### config.mk
export PLATFORM = sky130hd
export DESIGN_NAME = uri_list_path_extractor_top
export DESIGN_NICKNAME = d
export VERILOG_FILES = /design/src/design/ulpe_pkg.sv /design/src/design/uri_list_path_extractor_top.sv
export SDC_FILE = /design/constraint.sdc
export NUM_CORES = 1
export LEC_CHECK = 0
export ABC_AREA = 1
export ABC_CLOCK_PERIOD_IN_PS = 3200
export BUFFER_PORTS_ARGS = -buffer_cell sky130_fd_sc_hd__buf_2
export CAP_MARGIN = 20
export CORE_MARGIN = 2
export CORE_UTILIZATION = 25
export DETAILED_ROUTE_END_ITERATION = 16
export SETUP_SLACK_MARGIN = 0.3
export SLEW_MARGIN = 5
export SYNTH_ARGS = -nofsm -noshare
export SYNTH_HDL_FRONTEND = slang
export SYNTH_SLANG_ARGS = --single-unit
export TNS_END_PERCENT = 1
### constraint.sdc
create_clock -name i_clk -period 3.2 [get_ports i_clk]
set_input_delay 0.64 -clock i_clk [delete_from_list [all_inputs] [get_ports i_clk]]
set_output_delay 0.64 -clock i_clk [all_outputs]
set_load 0.02 [all_outputs]
### src/design/ulpe_pkg.sv
// Package: shared types, constants and helper functions for the uri-list path extractor.
`timescale 1ns / 1ps

package ulpe_pkg;

    // Line parse modes
    typedef enum logic [2:0] {
        MODE_START   = 3'd0,
        MODE_PREFIX  = 3'd1,
        MODE_HOST    = 3'd2,
        MODE_BODY    = 3'd3,
        MODE_COMMENT = 3'd4
    } t_mode;

    // One result item
    typedef struct packed {
        logic [7:0] path_byte;
        logic       byte_valid;
        logic       path_end;
    } t_item;

    localparam int unsigned PREFIX_LEN = 7;
    localparam int unsigned MAX_ITEMS  = 8;

    localparam logic [7:0] CHAR_CR      = 8'd13;
    localparam logic [7:0] CHAR_LF      = 8'd10;
    localparam logic [7:0] CHAR_HASH    = 8'h23;
    localparam logic [7:0] CHAR_PERCENT = 8'h25;
    localparam logic [7:0] CHAR_SLASH   = 8'h2f;

    // Characters of "file://"
    function automatic logic [7:0] prefix_char(input logic [2:0] idx);
        logic [7:0] c;
        case (idx)
            3'd0:    c = 8'h66; // f
            3'd1:    c = 8'h69; // i
            3'd2:    c = 8'h6c; // l
            3'd3:    c = 8'h65; // e
            3'd4:    c = 8'h3a; // :
            3'd5:    c = 8'h2f; // /
            3'd6:    c = 8'h2f; // /
            default: c = 8'h00;
        endcase
        return c;
    endfunction

    // Hex digit value; bit 4 set means not a hex digit
    function automatic logic [4:0] hex_value(input logic [7:0] c);
        logic [4:0] v;
        if (c >= 8'h30 && c <= 8'h39) begin
            v = {1'b0, 4'(c - 8'h30)};
        end else if (c >= 8'h61 && c <= 8'h66) begin
            v = {1'b0, 4'(c - 8'h57)};
        end else if (c >= 8'h41 && c <= 8'h46) begin
            v = {1'b0, 4'(c - 8'h37)};
        end else begin
            v = 5'h10;
        end
        return v;
    endfunction

    // Escape decode: both hex -> full byte, only first -> its value, else 0
    function automatic logic [7:0] decode_pair(input logic [7:0] a, input logic [7:0] b);
        logic [4:0] hi;
        logic [4:0] lo;
        logic [7:0] r;
        hi = hex_value(a);
        lo = hex_value(b);
        if (hi[4]) begin
            r = 8'h00;
        end else if (lo[4]) begin
            r = {4'h0, hi[3:0]};
        end else begin
            r = {hi[3:0], lo[3:0]};
        end
        return r;
    endfunction

endpackage

### src/design/uri_list_path_extractor_top.sv
// Top level: streaming text/uri-list parser that emits percent-decoded file path bytes.
`timescale 1ns / 1ps

//  channel  | dir | tdata            | tuser        | tlast
//  s_axis   | in  | [7:0] text_byte  | -            | end_of_text
//  m_axis   | out | [7:0] path_byte  | [0] byte_valid | path_end
//
//  Each accepted byte is parsed combinationally; its result items (0 to 7) are
//  loaded into a small result queue and leave one per cycle from its head while
//  m_axis_tready is high. A new byte is taken when the queue is empty or its last
//  item leaves in that cycle, so ordinary path bytes stream at one item per cycle;
//  prefix flushes and cut escapes hold the input until their last item leaves.
//  Reset (i_rst_n low, synchronous) returns to line start and empties the queue.
module uri_list_path_extractor_top
    import ulpe_pkg::*;
(
    input  logic       i_clk,
    input  logic       i_rst_n,
    // input bytes
    input  logic       s_axis_tvalid,
    output logic       s_axis_tready,
    input  logic [7:0] s_axis_tdata,   // [7:0] text_byte
    input  logic       s_axis_tlast,   // end_of_text
    // path items
    output logic       m_axis_tvalid,
    input  logic       m_axis_tready,
    output logic [7:0] m_axis_tdata,   // [7:0] path_byte
    output logic       m_axis_tuser,   // [0] byte_valid
    output logic       m_axis_tlast    // path_end
);

    localparam int unsigned CNT_W = $clog2(MAX_ITEMS + 1);

    // parse state
    t_mode       r_mode,  n_mode;
    logic [2:0]  r_pm,    n_pm;
    logic [1:0]  r_pct,   n_pct;
    logic [7:0]  r_fe,    n_fe;

    // result queue
    t_item            r_q [MAX_ITEMS];
    logic [CNT_W-1:0] r_cnt;

    // per-byte generation
    t_item            n_items [MAX_ITEMS];
    logic [CNT_W-1:0] n_num;
    t_item            tail [3];
    logic [1:0]       tail_n;
    logic [2:0]       flush_n;

    logic [7:0] b;
    logic       eol;
    logic       accept;
    logic       take;
    logic       match;

    assign b      = s_axis_tdata;
    assign eol    = s_axis_tlast || (b == CHAR_CR) || (b == CHAR_LF);
    assign take   = m_axis_tvalid && m_axis_tready;
    assign accept = s_axis_tvalid && s_axis_tready;
    assign match  = (r_pm < 3'(PREFIX_LEN)) && (b == prefix_char(r_pm));

    assign s_axis_tready = (r_cnt == '0) || ((r_cnt == CNT_W'(1)) && m_axis_tready);
    assign m_axis_tvalid = (r_cnt != '0);
    assign m_axis_tdata  = r_q[0].path_byte;
    assign m_axis_tuser  = r_q[0].byte_valid;
    assign m_axis_tlast  = r_q[0].path_end;

    // next state and tail items for the current byte
    always_comb begin
        logic do_body;
        do_body = 1'b0;
        n_mode  = r_mode;
        n_pm    = r_pm;
        n_pct   = r_pct;
        n_fe    = r_fe;
        flush_n = 3'd0;
        tail_n  = 2'd0;
        for (int k = 0; k < 3; k++) begin
            tail[k] = '{path_byte: 8'h00, byte_valid: 1'b0, path_end: 1'b0};
        end

        if (eol) begin
            unique case (r_mode)
                MODE_START, MODE_COMMENT: begin
                end
                MODE_PREFIX: begin
                    flush_n = r_pm;
                    tail[0] = '{path_byte: 8'h00, byte_valid: 1'b0, path_end: 1'b1};
                    tail_n  = 2'd1;
                end
                MODE_HOST: begin
                    tail[0] = '{path_byte: 8'h00, byte_valid: 1'b0, path_end: 1'b1};
                    tail_n  = 2'd1;
                end
                default: begin
                    // cut escape: pending bytes go out literally
                    if (r_pct == 2'd0) begin
                        tail[0] = '{path_byte: 8'h00, byte_valid: 1'b0, path_end: 1'b1};
                        tail_n  = 2'd1;
                    end else if (r_pct == 2'd1) begin
                        tail[0] = '{path_byte: CHAR_PERCENT, byte_valid: 1'b1, path_end: 1'b0};
                        tail[1] = '{path_byte: 8'h00, byte_valid: 1'b0, path_end: 1'b1};
                        tail_n  = 2'd2;
                    end else begin
                        tail[0] = '{path_byte: CHAR_PERCENT, byte_valid: 1'b1, path_end: 1'b0};
                        tail[1] = '{path_byte: r_fe, byte_valid: 1'b1, path_end: 1'b0};
                        tail[2] = '{path_byte: 8'h00, byte_valid: 1'b0, path_end: 1'b1};
                        tail_n  = 2'd3;
                    end
                end
            endcase
            n_mode = MODE_START;
            n_pm   = 3'd0;
            n_pct  = 2'd0;
            n_fe   = 8'h00;
        end else begin
            unique case (r_mode)
                MODE_START: begin
                    if (b == CHAR_HASH) begin
                        n_mode = MODE_COMMENT;
                    end else if (b == prefix_char(3'd0)) begin
                        n_mode = MODE_PREFIX;
                        n_pm   = 3'd1;
                    end else begin
                        do_body = 1'b1;
                    end
                end
                MODE_PREFIX: begin
                    if (match) begin
                        if (r_pm + 3'd1 >= 3'(PREFIX_LEN)) begin
                            n_pm   = 3'd0;
                            n_mode = MODE_HOST;
                        end else begin
                            n_pm = r_pm + 3'd1;
                        end
                    end else begin
                        flush_n = r_pm;
                        n_pm    = 3'd0;
                        do_body = 1'b1;
                    end
                end
                MODE_HOST: begin
                    do_body = (b == CHAR_SLASH);
                end
                MODE_COMMENT: begin
                end
                default: begin
                    do_body = 1'b1;
                end
            endcase

            // path body byte with escape handling
            if (do_body) begin
                n_mode = MODE_BODY;
                if (r_pct == 2'd0) begin
                    if (b == CHAR_PERCENT) begin
                        n_pct = 2'd1;
                    end else begin
                        tail[0] = '{path_byte: b, byte_valid: 1'b1, path_end: 1'b0};
                        tail_n  = 2'd1;
                    end
                end else if (r_pct == 2'd1) begin
                    n_fe  = b;
                    n_pct = 2'd2;
                end else begin
                    tail[0] = '{path_byte: decode_pair(r_fe, b), byte_valid: 1'b1,
                                path_end: 1'b0};
                    tail_n  = 2'd1;
                    n_pct   = 2'd0;
                    n_fe    = 8'h00;
                end
            end
        end
    end

    // assemble flushed prefix bytes followed by tail items
    always_comb begin
        logic [2:0] ti;
        n_num = CNT_W'(flush_n) + CNT_W'(tail_n);
        for (int k = 0; k < MAX_ITEMS; k++) begin
            ti = 3'(k) - flush_n;
            if (3'(k) < flush_n && k < PREFIX_LEN) begin
                n_items[k] = '{path_byte: prefix_char(3'(k)), byte_valid: 1'b1,
                               path_end: 1'b0};
            end else begin
                n_items[k] = tail[ti[1:0] == 2'd3 ? 2'd0 : ti[1:0]];
            end
        end
    end

    // parse state registers
    always_ff @(posedge i_clk) begin
        if (!i_rst_n) begin
            r_mode <= MODE_START;
            r_pm   <= 3'd0;
            r_pct  <= 2'd0;
            r_fe   <= 8'h00;
        end else if (accept) begin
            r_mode <= n_mode;
            r_pm   <= n_pm;
            r_pct  <= n_pct;
            r_fe   <= n_fe;
        end
    end

    // result queue count
    always_ff @(posedge i_clk) begin
        if (!i_rst_n) begin
            r_cnt <= '0;
        end else if (accept) begin
            r_cnt <= n_num;
        end else if (take) begin
            r_cnt <= r_cnt - CNT_W'(1);
        end
    end

    // result queue payload: load on accept (queue empty or last item leaving), shift toward the head on take
    always_ff @(posedge i_clk) begin
        if (accept) begin
            for (int k = 0; k < MAX_ITEMS; k++) begin
                r_q[k] <= n_items[k];
            end
        end else if (take) begin
            for (int k = 0; k < MAX_ITEMS - 1; k++) begin
                r_q[k] <= r_q[k+1];
            end
        end
    end

endmodule
==> results.py <==
metrics = {
    "clock_network": {
        "cts_hold_buf": 0,
        "clk_pin_slew_ps": 70,
        "cts_tree": "yes",
        "cts_buffers": 9,
        "cts_max_level": 3,
        "clkSinkCount": 100,
        "clock_path_buffers": 2,
        "clkLatencyLatePin_ps": 360,
        "root_buffer": "clkbuf_16",
    },
    "finish": {
        "synthToLayoutAreaGrowth_pct": 18.2,
        "final_cell_mix": "nand2_1, edfxtp_1, nor2_1",
        "antennaDiodeCount": 0,
        "final_nets": 797,
        "nFillCells": 2492,
        "drive_gt1_share_pct": 16.8,
        "final_util_pct": 29.9,
        "final_common_cell": "nand2_1",
        "fin_cells": 1089,
    },
    "sta": {
        "layout_setup_ws_ps": 341,
        "worst_pin_slew_ps": 483,
        "clock.fmax_mhz": 350,
        "rsz0062_at_grt": "true",
        "setup_viol": 0,
        "hold_viol_final": 0,
        "relSlewSlack_pct": 67.8,
        "slew_violations": 0,
        "tns_ps": 0,
        "fin_crit_sh_pct": 89.3,
        "finalClockSkew_ps": 12.3,
        "min_period_ps": 2860,
    },
    "yosys": {
        "synth_nets": 764,
        "syn_area_per_cell_um2": 8.04,
        "synth-seq-area-share_pct": 47.6,
        "synth-seq-cells": 100,
        "syn_area_um2": 5890,
        "yosysWarnings": 0,
        "ys_types": 37,
        "synthCells": 732,
    },
    "global_route": {
        "antenna_found_initial": 0,
        "grt_max_degree": 41,
        "grt.total_usage_pct": 13.3,
        "grt_pass1_vias": 4830,
        "grt_pass1_wl_um": 25500,
        "grt_overflow": 0,
    },
    "floorplanning": {
        "floorplan.initialDensity_pct": 25.3,
        "die_y_um": 157,
        "fp-row-count": 56,
        "core_um2": 23300,
        "ioPinCount": 25,
        "die_x_um": 157,
        "dieArea_um2": 24800,
    },
    "routing": {
        "wl_met1_um": 7280,
        "met3WireLength_um": 839,
        "first_pass_iters": 5,
        "drc_errors": 0,
        "routed.top_layer": "met4",
        "viasPerCell": 4.65,
        "drt_first_iter_violations": 451,
        "vias": 5064,
        "routedWlPerCell_um": 14.6,
        "dr_wl_met2_um": 7590,
        "final_antenna_net_count": 0,
        "wirelength_um": 16000,
    },
    "worst_setup_path": {
        "arrival_ps": 3110,
        "reg2reg_depth": 21,
        "worstSetupEndpointType": "flip-flop",
        "worstPathRequired_ps": 3450,
        "crit_type": "flip-flop to flip-flop",
        "cp-start-kind": "flip-flop",
        "cp_max_fo": 7,
    },
    "min_path": {
        "hold_path_class": "flip-flop to flip-flop",
        "hold_depth": 2,
    },
    "placed_design": {
        "place_inst": 1067,
        "hpwlAfterDp_um": 11800,
        "io_buffer_count": 24,
        "routabilityCongestion": 0.872,
        "place_ws_ps": 78.3,
    },
    "power": {
        "vdd_ir_drop_max_mv": 0.443,
        "p_leak_nw": 2.90,
        "p_per_area_nw_per_um2": 941,
        "totalPowerFinal_mw": 6.55,
    },
    "outcome": {
        "status": "finished, final reports clean",
    },
    "job": {
        "max_cap_viol_count": 0,
    },
}
[what timing repair did]
| action | CTS | global route |
|---|---|---|
| resized for setup | 10 | 38 |
| setup buffers | 0 | 6 |
| setup endpoints to repair | 5 | 21 |
| pin swaps | 1 | 17 |
[synth_stat cells]
cell type  number  area share (%)
fa_1            1            0.34
buf_4           9             1.1
nor4_1          1            0.11
buf_6           3            0.57
inv_1          63             4.0
a21oi_1        58             4.9
nand4_2         1            0.21
nand3_4         2            0.60
o21ai_1        24             2.0
nor2_1         77             4.9
o211ai_1        3            0.38
or2_2           1            0.11
nor2_4          5            0.96
nand4_1        14             1.5
a21oi_2         1            0.15
nor3_1         14             1.2
o211ai_2        1            0.21
a211oi_1        2            0.25
nor2_2          2            0.21
o31ai_1         1            0.13
clkbuf_1       10            0.64
xnor2_1         1            0.15
a31oi_1         3            0.32
o21ai_0        36             3.1
nand2_2         7            0.74
edfxtp_1       80              41
or2_0           1            0.11
nand3_2         2            0.34
xor2_1          6            0.89
buf_2           3            0.25
dfxtp_1        20             6.8
ha_1           18             3.8
inv_2          14            0.89
inv_4           1            0.11
nand2_1       193              12
nand3_1        52             4.4
nand2_4         2            0.38
[registers in the layout (all words and copies together), names as in the netlist]
register	flops
r_cnt	4
r_fe	8
r_mode	3
r_pct	2
r_pm	3
r_q	80
[area by class of cell]
cell class	instances	area (um2)	share of cell area, %
flip-flops and latches	100	2810	40.4
multi-input cells	529	2800	40.2
well taps	319	399	5.73
repair buffers	47	309	4.44
inverters	78	305	4.39
clock buffers	11	233	3.34
clock inverters	5	109	1.56
[cell families (layout without fill, tap and decap cells)]
| family | after synthesis | after routing | synth area share, % |
|---|---|---|---|
| flops | 100 | 100 | 47.6 |
| xor+xnor | 7 | 7 | 1.04 |
| buf+inv | 103 | 141 | 7.63 |
| fa+ha+maj | 19 | 19 | 4.17 |
| compound gates | 129 | 129 | 11.5 |
| simple gates | 374 | 374 | 28.1 |
[where the power goes]
group | switching, mW | leakage, nW | total [mW] | internal, mW
clock | 0.495 | 0.162 | 1.27 | 0.771
combinational | 1.96 | 1.78 | 2.78 | 0.823
sequential | 0.194 | 0.961 | 2.50 | 2.31
[final timing paths]
kind | from | to | slack [ps]
max reg2reg | r_pm[1] | r_cnt[1] | 340
min | r_fe[5] | r_fe[5] | 470
max | r_pm[1] | r_cnt[1] | 340
min reg2reg | r_fe[5] | r_fe[5] | 470
[metal layers]
metal / vias up / GRT usage, %
met5: - / 0
met4: 0 / 3.90
met3: 16 / 2.09
met2: 162 / 21.9
met1: 2371 / 18.0
li1: 2515 / -
[critical path, cell delays in order, from the launching register on]
cell and delay [ps]:
dfxtp_4 420, buf_6 120, ha_4 170, nand2_4 80, nand2_4 100, nor2_4 40
nand2_2 80, nand2_1 60, nand2_1 70, nand2_2 70, nor2_4 130, nand2_2 70
nand2_2 80, nand3_2 90, nand3_2 80, a21oi_2 40, ha_2 200, fa_1 490
nand2_1 80, o21ai_1 60, o211ai_1 170, inv_1 50
[stage by stage]
step,hold WS (ps),cell area [um2]
after detailed placement,463,6400
after CTS,472,6770
after global placement,463,6400
final,472,6960
after global routing,514,6960
after floorplan,438,5900
Power figures use the tool's default switching activity.
